==> config.mk <==
export PLATFORM = sky130hd
export DESIGN_NAME = rgb_channel_range_stats
export DESIGN_NICKNAME = d
export VERILOG_FILES = /design/src/design/rcrs_pkg.sv /design/src/design/rgb_channel_range_stats.sv /design/src/design/rcrs_pair_fold.sv
export SDC_FILE = /design/constraint.sdc
export NUM_CORES = 2
export LEC_CHECK = 0
export ABC_AREA = 1
export BUFFER_PORTS_ARGS = -buffer_cell sky130_fd_sc_hd__buf_2
export CORE_UTILIZATION = 56
export CTS_CLUSTER_DIAMETER = 50
export DETAILED_ROUTE_END_ITERATION = 12
export PLACE_DENSITY = 0.71
export SLEW_MARGIN = 10
export SYNTH_ARGS = -nofsm -noshare
export SYNTH_HDL_FRONTEND = slang
export SYNTH_HIERARCHICAL = 1
export SYNTH_SLANG_ARGS = --single-unit
==> constraint.sdc <==
create_clock -name clk -period 19.73 [get_ports clk]
set_input_delay 2.9595 -clock clk [delete_from_list [all_inputs] [get_ports clk]]
set_output_delay 2.9595 -clock clk [all_outputs]
set_load 0.005 [all_outputs]
==> src/design/rcrs_pkg.sv <==
// Shared types, constants and the ratio compare for the RGB channel range statistics block.
// Used by rcrs_pair_fold, rgb_channel_range_stats and rcrs_checker; depends on nothing.

package rcrs_pkg;

	localparam int NUM_CHAN  = 3;
	localparam int NUM_PAIRS = 3;
	localparam int CHAN_W    = 8;
	localparam int RATIO_W   = 2 * CHAN_W;
	localparam int PIX_W     = NUM_CHAN * CHAN_W;

	localparam logic [CHAN_W-1:0]  BYTE_MAX        = 8'hFF;
	localparam logic [CHAN_W-1:0]  BYTE_ZERO       = 8'h00;
	// 255/0 sorts above every real ratio; 0/1 sorts below every real ratio
	localparam logic [RATIO_W-1:0] RATIO_MIN_RESET = 16'hFF00;
	localparam logic [RATIO_W-1:0] RATIO_MAX_RESET = 16'h0001;

	typedef logic [1:0] chan_idx_t;

	// channel pairs 01, 02 and 12
	localparam chan_idx_t PAIR_LO [NUM_PAIRS] = '{2'd0, 2'd0, 2'd1};
	localparam chan_idx_t PAIR_HI [NUM_PAIRS] = '{2'd1, 2'd2, 2'd2};

	// running extremes of one channel pair
	typedef struct packed {
		logic [CHAN_W-1:0]  diff_min;
		logic [CHAN_W-1:0]  diff_max;
		logic [RATIO_W-1:0] ratio_min;
		logic [RATIO_W-1:0] ratio_max;
	} pair_stats_t;

	// one report, first member in the highest bits
	typedef struct packed {
		logic [NUM_PAIRS*RATIO_W-1:0] ratio_max;
		logic [NUM_PAIRS*RATIO_W-1:0] ratio_min;
		logic [NUM_PAIRS*CHAN_W-1:0]  diff_max;
		logic [NUM_PAIRS*CHAN_W-1:0]  diff_min;
		logic [NUM_CHAN*CHAN_W-1:0]   chan_max;
		logic [NUM_CHAN*CHAN_W-1:0]   chan_min;
	} report_t;

	localparam int REPORT_W = $bits(report_t);

	// a < b for numerator/denominator pairs, by cross-multiplication
	function automatic logic ratio_less(input logic [RATIO_W-1:0] a,
	                                    input logic [RATIO_W-1:0] b);
		logic [RATIO_W-1:0] lhs;
		logic [RATIO_W-1:0] rhs;
		lhs = {{CHAN_W{1'b0}}, a[RATIO_W-1:CHAN_W]} * {{CHAN_W{1'b0}}, b[CHAN_W-1:0]};
		rhs = {{CHAN_W{1'b0}}, b[RATIO_W-1:CHAN_W]} * {{CHAN_W{1'b0}}, a[CHAN_W-1:0]};
		return lhs < rhs;
	endfunction

endpackage

==> src/design/rgb_channel_range_stats.sv <==
// Top level of the RGB channel range statistics block: input register, running extremes, report.
// Depends on rcrs_pkg and rcrs_pair_fold.
//
// A frame-end pixel passes the input register and then the report register before its report shows.
// Throughput: one pixel per cycle but for the frame-end stall below, with the extremes compared combinationally.
// A frame-end pixel waits in the input register while an earlier report has not been taken.
// Reset: arst_n clears all extremes to their empty values (minima 255, maxima 0, ratio 255/0
// and 0/1) and empties the input and report registers at once.

module rgb_channel_range_stats (
	input  logic                          clk,
	input  logic                          arst_n,

	input  logic                          s_axis_tvalid,
	output logic                          s_axis_tready,
	// fields from bit 0 up: chan0[7:0], chan1[15:8], chan2[23:16]
	input  logic [rcrs_pkg::PIX_W-1:0]    s_axis_tdata,
	// frame_end
	input  logic                          s_axis_tlast,

	output logic                          m_axis_tvalid,
	input  logic                          m_axis_tready,
	// fields from bit 0 up: chan_min_packed[23:0], chan_max_packed[47:24],
	// diff_min_packed[71:48], diff_max_packed[95:72], ratio_min_packed[143:96],
	// ratio_max_packed[191:144]
	output logic [rcrs_pkg::REPORT_W-1:0] m_axis_tdata
);

	// input register stage
	logic                        valid_s1;
	logic                        last_s1;
	logic [rcrs_pkg::CHAN_W-1:0] chan_s1 [rcrs_pkg::NUM_CHAN];

	// running extremes
	logic [rcrs_pkg::CHAN_W-1:0] chan_min_q [rcrs_pkg::NUM_CHAN];
	logic [rcrs_pkg::CHAN_W-1:0] chan_max_q [rcrs_pkg::NUM_CHAN];
	rcrs_pkg::pair_stats_t       pair_q     [rcrs_pkg::NUM_PAIRS];

	// next values
	logic [rcrs_pkg::CHAN_W-1:0] chan_min_nxt [rcrs_pkg::NUM_CHAN];
	logic [rcrs_pkg::CHAN_W-1:0] chan_max_nxt [rcrs_pkg::NUM_CHAN];
	rcrs_pkg::pair_stats_t       pair_nxt     [rcrs_pkg::NUM_PAIRS];
	rcrs_pkg::report_t           report_nxt;

	// report register
	logic                        out_valid_q;
	rcrs_pkg::report_t           report_q;

	logic out_free;
	logic advance_s1;
	logic all_nonzero;

	// The report register frees when empty or when its transfer completes this cycle.
	assign out_free   = !out_valid_q || m_axis_tready;
	// Ordinary pixels always fold in; a frame-end pixel needs a free report slot.
	assign advance_s1 = valid_s1 && (!last_s1 || out_free);
	assign s_axis_tready = !valid_s1 || advance_s1;

	// Hold the pixel in the input register until it folds into the extremes.
	always_ff @(posedge clk or negedge arst_n) begin
		if (!arst_n) begin
			valid_s1 <= 1'b0;
		end else if (s_axis_tvalid && s_axis_tready) begin
			valid_s1 <= 1'b1;
		end else if (advance_s1) begin
			valid_s1 <= 1'b0;
		end
	end

	always_ff @(posedge clk) begin
		if (s_axis_tvalid && s_axis_tready) begin
			last_s1 <= s_axis_tlast;
			for (int i = 0; i < rcrs_pkg::NUM_CHAN; i++) begin
				chan_s1[i] <= s_axis_tdata[i*rcrs_pkg::CHAN_W +: rcrs_pkg::CHAN_W];
			end
		end
	end

	// Channel extremes; min and max compare on their own, never as an either/or.
	always_comb begin
		for (int i = 0; i < rcrs_pkg::NUM_CHAN; i++) begin
			chan_min_nxt[i] = (chan_s1[i] < chan_min_q[i]) ? chan_s1[i] : chan_min_q[i];
			chan_max_nxt[i] = (chan_s1[i] > chan_max_q[i]) ? chan_s1[i] : chan_max_q[i];
		end
	end

	// Ratios only count when no channel is zero.
	assign all_nonzero = (chan_s1[0] != rcrs_pkg::BYTE_ZERO) &&
	                     (chan_s1[1] != rcrs_pkg::BYTE_ZERO) &&
	                     (chan_s1[2] != rcrs_pkg::BYTE_ZERO);

	for (genvar p = 0; p < rcrs_pkg::NUM_PAIRS; p++) begin : g_pair
		rcrs_pair_fold u_fold (
			.x        (chan_s1[rcrs_pkg::PAIR_LO[p]]),
			.y        (chan_s1[rcrs_pkg::PAIR_HI[p]]),
			.do_ratio (all_nonzero),
			.cur      (pair_q[p]),
			.nxt      (pair_nxt[p])
		);
	end

	// Advance the extremes whenever the held pixel folds in.
	always_ff @(posedge clk or negedge arst_n) begin
		if (!arst_n) begin
			for (int i = 0; i < rcrs_pkg::NUM_CHAN; i++) begin
				chan_min_q[i] <= rcrs_pkg::BYTE_MAX;
				chan_max_q[i] <= rcrs_pkg::BYTE_ZERO;
			end
			for (int p = 0; p < rcrs_pkg::NUM_PAIRS; p++) begin
				pair_q[p].diff_min  <= rcrs_pkg::BYTE_MAX;
				pair_q[p].diff_max  <= rcrs_pkg::BYTE_ZERO;
				pair_q[p].ratio_min <= rcrs_pkg::RATIO_MIN_RESET;
				pair_q[p].ratio_max <= rcrs_pkg::RATIO_MAX_RESET;
			end
		end else if (advance_s1) begin
			for (int i = 0; i < rcrs_pkg::NUM_CHAN; i++) begin
				chan_min_q[i] <= chan_min_nxt[i];
				chan_max_q[i] <= chan_max_nxt[i];
			end
			for (int p = 0; p < rcrs_pkg::NUM_PAIRS; p++) begin
				pair_q[p] <= pair_nxt[p];
			end
		end
	end

	// Pack the report from the updated extremes, so the frame-end pixel is included.
	always_comb begin
		for (int i = 0; i < rcrs_pkg::NUM_CHAN; i++) begin
			report_nxt.chan_min[i*rcrs_pkg::CHAN_W +: rcrs_pkg::CHAN_W] = chan_min_nxt[i];
			report_nxt.chan_max[i*rcrs_pkg::CHAN_W +: rcrs_pkg::CHAN_W] = chan_max_nxt[i];
		end
		for (int p = 0; p < rcrs_pkg::NUM_PAIRS; p++) begin
			report_nxt.diff_min[p*rcrs_pkg::CHAN_W +: rcrs_pkg::CHAN_W]    = pair_nxt[p].diff_min;
			report_nxt.diff_max[p*rcrs_pkg::CHAN_W +: rcrs_pkg::CHAN_W]    = pair_nxt[p].diff_max;
			report_nxt.ratio_min[p*rcrs_pkg::RATIO_W +: rcrs_pkg::RATIO_W] = pair_nxt[p].ratio_min;
			report_nxt.ratio_max[p*rcrs_pkg::RATIO_W +: rcrs_pkg::RATIO_W] = pair_nxt[p].ratio_max;
		end
	end

	// Hold the report until its transfer on the master side.
	always_ff @(posedge clk or negedge arst_n) begin
		if (!arst_n) begin
			out_valid_q <= 1'b0;
		end else if (advance_s1 && last_s1) begin
			out_valid_q <= 1'b1;
		end else if (m_axis_tready) begin
			out_valid_q <= 1'b0;
		end
	end

	always_ff @(posedge clk) begin
		if (advance_s1 && last_s1) begin
			report_q <= report_nxt;
		end
	end

	assign m_axis_tvalid = out_valid_q;
	assign m_axis_tdata  = report_q;

endmodule

==> src/design/rcrs_pair_fold.sv <==
// Next-state logic for one channel pair: absolute difference and larger/smaller ratio extremes.
// Depends on rcrs_pkg.

module rcrs_pair_fold (
	input  logic [rcrs_pkg::CHAN_W-1:0] x,
	input  logic [rcrs_pkg::CHAN_W-1:0] y,
	input  logic                        do_ratio,
	input  rcrs_pkg::pair_stats_t       cur,
	output rcrs_pkg::pair_stats_t       nxt
);

	logic [rcrs_pkg::CHAN_W-1:0]  big;
	logic [rcrs_pkg::CHAN_W-1:0]  sml;
	logic [rcrs_pkg::CHAN_W-1:0]  diff;
	logic [rcrs_pkg::RATIO_W-1:0] ratio;

	assign big   = (x > y) ? x : y;
	assign sml   = (x > y) ? y : x;
	assign diff  = big - sml;
	assign ratio = {big, sml};

	always_comb begin
		nxt = cur;
		if (diff < cur.diff_min) begin
			nxt.diff_min = diff;
		end
		if (diff > cur.diff_max) begin
			nxt.diff_max = diff;
		end
		if (do_ratio) begin
			if (rcrs_pkg::ratio_less(ratio, cur.ratio_min)) begin
				nxt.ratio_min = ratio;
			end
			if (rcrs_pkg::ratio_less(cur.ratio_max, ratio)) begin
				nxt.ratio_max = ratio;
			end
		end
	end

endmodule

* Yosys cells after proc, flatten, opt, wreduce, memory -nomap -nowiden *
Memories as Yosys holds them, arrays and structs flattened.
Cells that the tools add are included.

storage, ports and cells
  input port bits = 29
  memory bits (writable) = 24
  register bits = 387
  memories kept = 1

operators by class
  magnitude comparators = 21
  multiplexer cells = 33
  $add $sub $neg = 3
  reductions and logical operators = 16
  $mul = 12

memory list
  memory   depth  bits a word  rd ports  clocked after Yosys merged registers in  write ports  RTL line                       RTL
  chan_s1  3      8            3         0                                        3            rgb_channel_range_stats.sv:32  logic [rcrs_pkg::CHAN_W-1:0] chan_s1 [rcrs_pkg::NUM_CHAN];

operators by type and width
  operator           count
  $mul 8x8->16       12
  $mux 8             18
  $lt 16x16->1       6
  $mux 16            6
  $mux 32            3
  $gt 8x8->1         9
  $lt 8x8->1         6
  $reduce_bool 8->1  3
  $sub 8x8->8        3
  $mux 1             6
  $logic_and 1x1->1  5
  $reduce_bool 2->1  2
  $logic_not 1->1    3
  $logic_or 1x1->1   3

* Depth between registers and ports, before layout *
  word-level depth = 8
  gate-level depth with buffers = 48

* Hierarchy *
Netlist, hierarchy kept.

modules (own cells, without submodules)
  module                              area each (µm²)  cells each  times used  sequential area each (µm²)
  rgb_channel_range_stats             16204.3          1426        1           11464.7
  rcrs_pair_fold at g_pair[0].u_fold  10314.9          1465        1           0.0
  rcrs_pair_fold at g_pair[1].u_fold  10312.4          1467        1           0.0
  rcrs_pair_fold at g_pair[2].u_fold  10301.1          1465        1           0.0

* Worst setup path before layout *
OpenSTA, ideal clock, no wires.

  path kind = in2reg
  from = input m_axis_tready
  to = register report_q (netlist bit m_axis_tdata[0]) (enable)
  setup slack = 11912 ps
  path buffers = 2
  arrival = 7274 ps
  required time = 19186 ps
  stages = 8
  cells stage by stage = inv_1 > nand3_1 > nand2_1 > inv_2 > buf_4 > buf_4 > nand2_1 > inv_1

between the ends
  word-level cells in the longest chain between the ends = 4

RTL lines
  element               RTL line                        RTL
  from (decl)           rgb_channel_range_stats.sv:22   input logic m_axis_tready,
  $logic_or 1x1->1      rgb_channel_range_stats.sv:54   assign out_free = !out_valid_q || m_axis_tready;
  $logic_or 1x1->1      rgb_channel_range_stats.sv:56   assign advance_s1 = valid_s1 && (!last_s1 || out_free);
  $logic_and 1x1->1     rgb_channel_range_stats.sv:56
  $logic_and 1x1->1     rgb_channel_range_stats.sv:152  if (advance_s1 && last_s1) begin
  to (signal assigned)  rgb_channel_range_stats.sv:153  report_q <= report_nxt;
  to (decl)             rgb_channel_range_stats.sv:47   rcrs_pkg::report_t report_q;

Every way passes these cells.
A chain may end at the register's enable or synchronous reset.

==> metrics.md <==
| Metric | Value |
|---|---|
| Outcome | finished, final reports clean |
| Vias in the first global route | 39100 |
| Reg2Reg Capture Point | pair_q[103] |
| Fill cells | 7328 |
| RSZ-0062 raised after global routing | no |
| CTS buffer count | 66 |
| Core Area | 0.0834 mm^2 |
| Die W | 292 um |
| Share of layout cells above drive strength 1 | 9.44% |
| Clock latency on the worst-skew pair | 0.61 ns |
| Initial core utilization | 56.5% |
| Pin count of the biggest net entering global routing | 124 |
| Max Slew Vio Count | 0 |
| Die Ht | 292 um |
| Hold Path Depth | 2 |
| Crit-path max cell delay | 0.97 ns |
| Worst path slowest cell | o21ai_1 |
| Worst Path Max Fanout | 30 |
| Synth Flop Type | edfxtp_1 |
| Vias per inst | 5.44 |
| CTS H-tree lvls | 3 |
| Nets | 7120 |
| Most common cell after layout, fill and taps aside | nand2_1 |
| Critical path class | register to register |
| Clock-pin slew of the registers on the worst-case setup and hold paths | 0.06 ns |
| Initial antenna violation count | 9 |
| DRT iter0 DRCs | 3187 |
| # rows | 106 |
| GR Overflow Total | 0 |
| Worst rel slew slack | 30.5% |
| Distinct cells, synth | 51 |
| Clock Sinks | 411 |
| Via Count | 39000 |
| Pre-antenna DRT Iters | 6 |
| Synth Instances | 5823 |
| CTS tree | done |
| Wire length per cell | 17.9 um |
| Area grow syn2layout | 9.19% |
| WHS Endpoint | chan_min_q[3] |
| HP Start | chan_min_q[3] |
| Post-DP Area | 0.0493 mm^2 |
| Final worst path period need | 9.46 ns |
| CP bufs+invs | 5 |
| Worst Max-Slew Pin Slew | 1.04 ns |
| CP startpoint kind | register |
| Post-CTS Setup Repair Bufs | 0 |
| Critical Path Stages | 39 |
| Max VDD drop | 0.0747 mV |
| Synthesis Warnings | 6 |
| Reg2Reg Depth | 39 |
| Cells resized by post-CTS repair | 0 |
| GP Congestion | 0.942 |
| Max clock buf depth | 3 |
| DP HPWL | 99100 um |
| Critical R2R Launch | chan_s1[0][10] |
| Commonest cells after routing, fill and taps aside | 1314 x nand2_1, 1107 x inv_1, 782 x nor2_1, 639 x ha_1, 432 x fa_1 |
| Leakage | 0.0279 uW |
| Finish-stage setup viols | 0 |
| Footprint of the multi-input gates | 0.0309 mm^2 |
| Post-synth ARST share | 47.2% |
| PD cells | 70.8 mW/mm^2 |
| CP Capture Type | register |
| CP Data Arrival Time | 9.99 ns |
| Max Clk Rate | 106 MHz |
| EDFF count, synth | 217 |
| Final hold vios | 0 |
| Synthesized area | 0.0471 mm^2 |
| CP top delay family | adder cells |
| First-pass GRT wire length | 206000 um |
| Critical Path RT | 20.26 ns |
| Syn Area/Cell | 8.09 um^2 |
| Root Buffer | clkbuf_16 |
| Detailed Route WL | 128000 um |
| Net Count, Synth | 6923 |
| Final ANT Viol Nets | 0 |
| Num ports | 223 |
| Full die area | 0.0853 mm^2 |
| Setup slack, reg-to-reg | 10.27 ns |
| Most Frequent Cell on Critical Path | nand2_1 |
| DR DRC count | 0 |
| Setup TNS | 0 ns |
| Worst Clk Skew | 0.0304 ns |
| Reg area | 0.0115 mm^2 |
| Cts hold-fix bufs | 0 |
| Final worst-path cycle share | 48.0% |
| Register bit total from synthesis | 411 |
| Max-Cap Viols | 0 |
| Final instance area | 0.0515 mm^2 |
| Register area share after synthesis | 24.3% |
| Worst min-delay path class | register to register |
| All-Layer GR Usage | 30.6% |
| IO buf count | 222 |
worst register-to-register path, delay by kind of cell, from the launching register on:
family / cells / cell delay [ns]
AOI/OAI and AO/OA: 6 / 1.87
DFF: 1 / 0.62
buffers and inverters: 5 / 0.82
and+or+nand+nor: 21 / 2.97
adders and majority gates: 7 / 3.15
metrics by stage:
step | hold WS [ns] | setup slack, ns | std cells | utilization (%) | total power (uW)
final | 0.465 | 10.27 | 7158 | 61.7 | 3640
after global routing | 0.484 | 9.56 | 7157 | 61.7 | 3860
after CTS | 0.468 | 10.39 | 7152 | 61.7 | 3650
after detailed placement | 0.458 | 10.42 | 7032 | 59.1 | 2470
after global placement | 0.455 | 10.52 | 7032 | 59.1 | 2440
after floorplan | 0.447 | 11.91 | 5823 | - | 2040
Yosys cell counts (14+ instances only):
master | count | area share (%)
and2_1 | 48 | 0.64
edfxtp_1 | 217 | 14
o21ai_2 | 22 | 0.41
fa_1 | 432 | 18
dfrtp_1 | 119 | 6.3
ha_1 | 639 | 17
clkbuf_1 | 59 | 0.47
xnor2_1 | 36 | 0.67
xor2_1 | 109 | 2.0
o21ai_1 | 30 | 0.32
nand4_1 | 20 | 0.27
o21ai_0 | 64 | 0.68
nand2_2 | 41 | 0.54
o21bai_1 | 14 | 0.22
nand2_1 | 1315 | 10
nand3_1 | 268 | 2.8
buf_2 | 53 | 0.56
nor2_1 | 782 | 6.2
inv_1 | 1108 | 8.8
dfstp_2 | 75 | 4.2
a21oi_1 | 215 | 2.3
how the worst max path moves through the flow:
stage,start,end,slack (ns)
detailed placement,chan_s1[0][10],pair_q[103],10.42
floorplan,m_axis_tready,m_axis_tdata[0],11.91
CTS,chan_s1[0][10],pair_q[109],10.39
global route,chan_s1[0][10],pair_q[96],9.56
finish,chan_s1[0][10],pair_q[103],10.27
global placement,chan_s1[0][10],pair_q[96],10.52
final cells by class:
cell class / instances / area share [%]
multi-input cells: 4165 / 60.0
flip-flops and latches: 411 / 22.3
inverters: 1121 / 8.20
clock buffers: 75 / 3.40
repair buffers: 255 / 2.66
well taps: 1080 / 2.63
clock inverters: 45 / 0.851
diodes: 6 / 0.0292
kinds of logic (layout without fill, tap and decap cells):
kind of cell               Yosys count  after routing  share of synthesized area (%)
AOI/OAI and AO/OA                  408            408                           5.14
buffers and inverters             1247           1496                           10.3
and+or+nand+nor                   2538           2538                           22.1
xor gates and xnor gates           148            148                           2.80
DFF                                411            411                           24.3
other                                0              6                              0
adders and majority gates         1071           1071                           35.3
metal layers:
metal	part of all wire [%]	vias to the layer above	global-route usage, %
met1	41	18700	39.6
met2	47	1495	50.4
met5	0.0055	-	0
met4	4.6	2	13.1
met3	7.7	306	5.30
li1	-	18500	-
sequential cells by signal, indices dropped and copies added, names as in the netlist:
signal	flops
m_axis_tvalid	1
chan_s1	24
chan_max_q	24
m_axis_tdata	192
valid_s1	1
pair_q	144
last_s1	1
chan_min_q	24
report_power, final:
part	switching (uW)	internal, uW
clock	468	695
combinational	869	371
sequential	92.6	1150
total	1430	2220
Note: power is estimated with default switching activity, not from simulation.
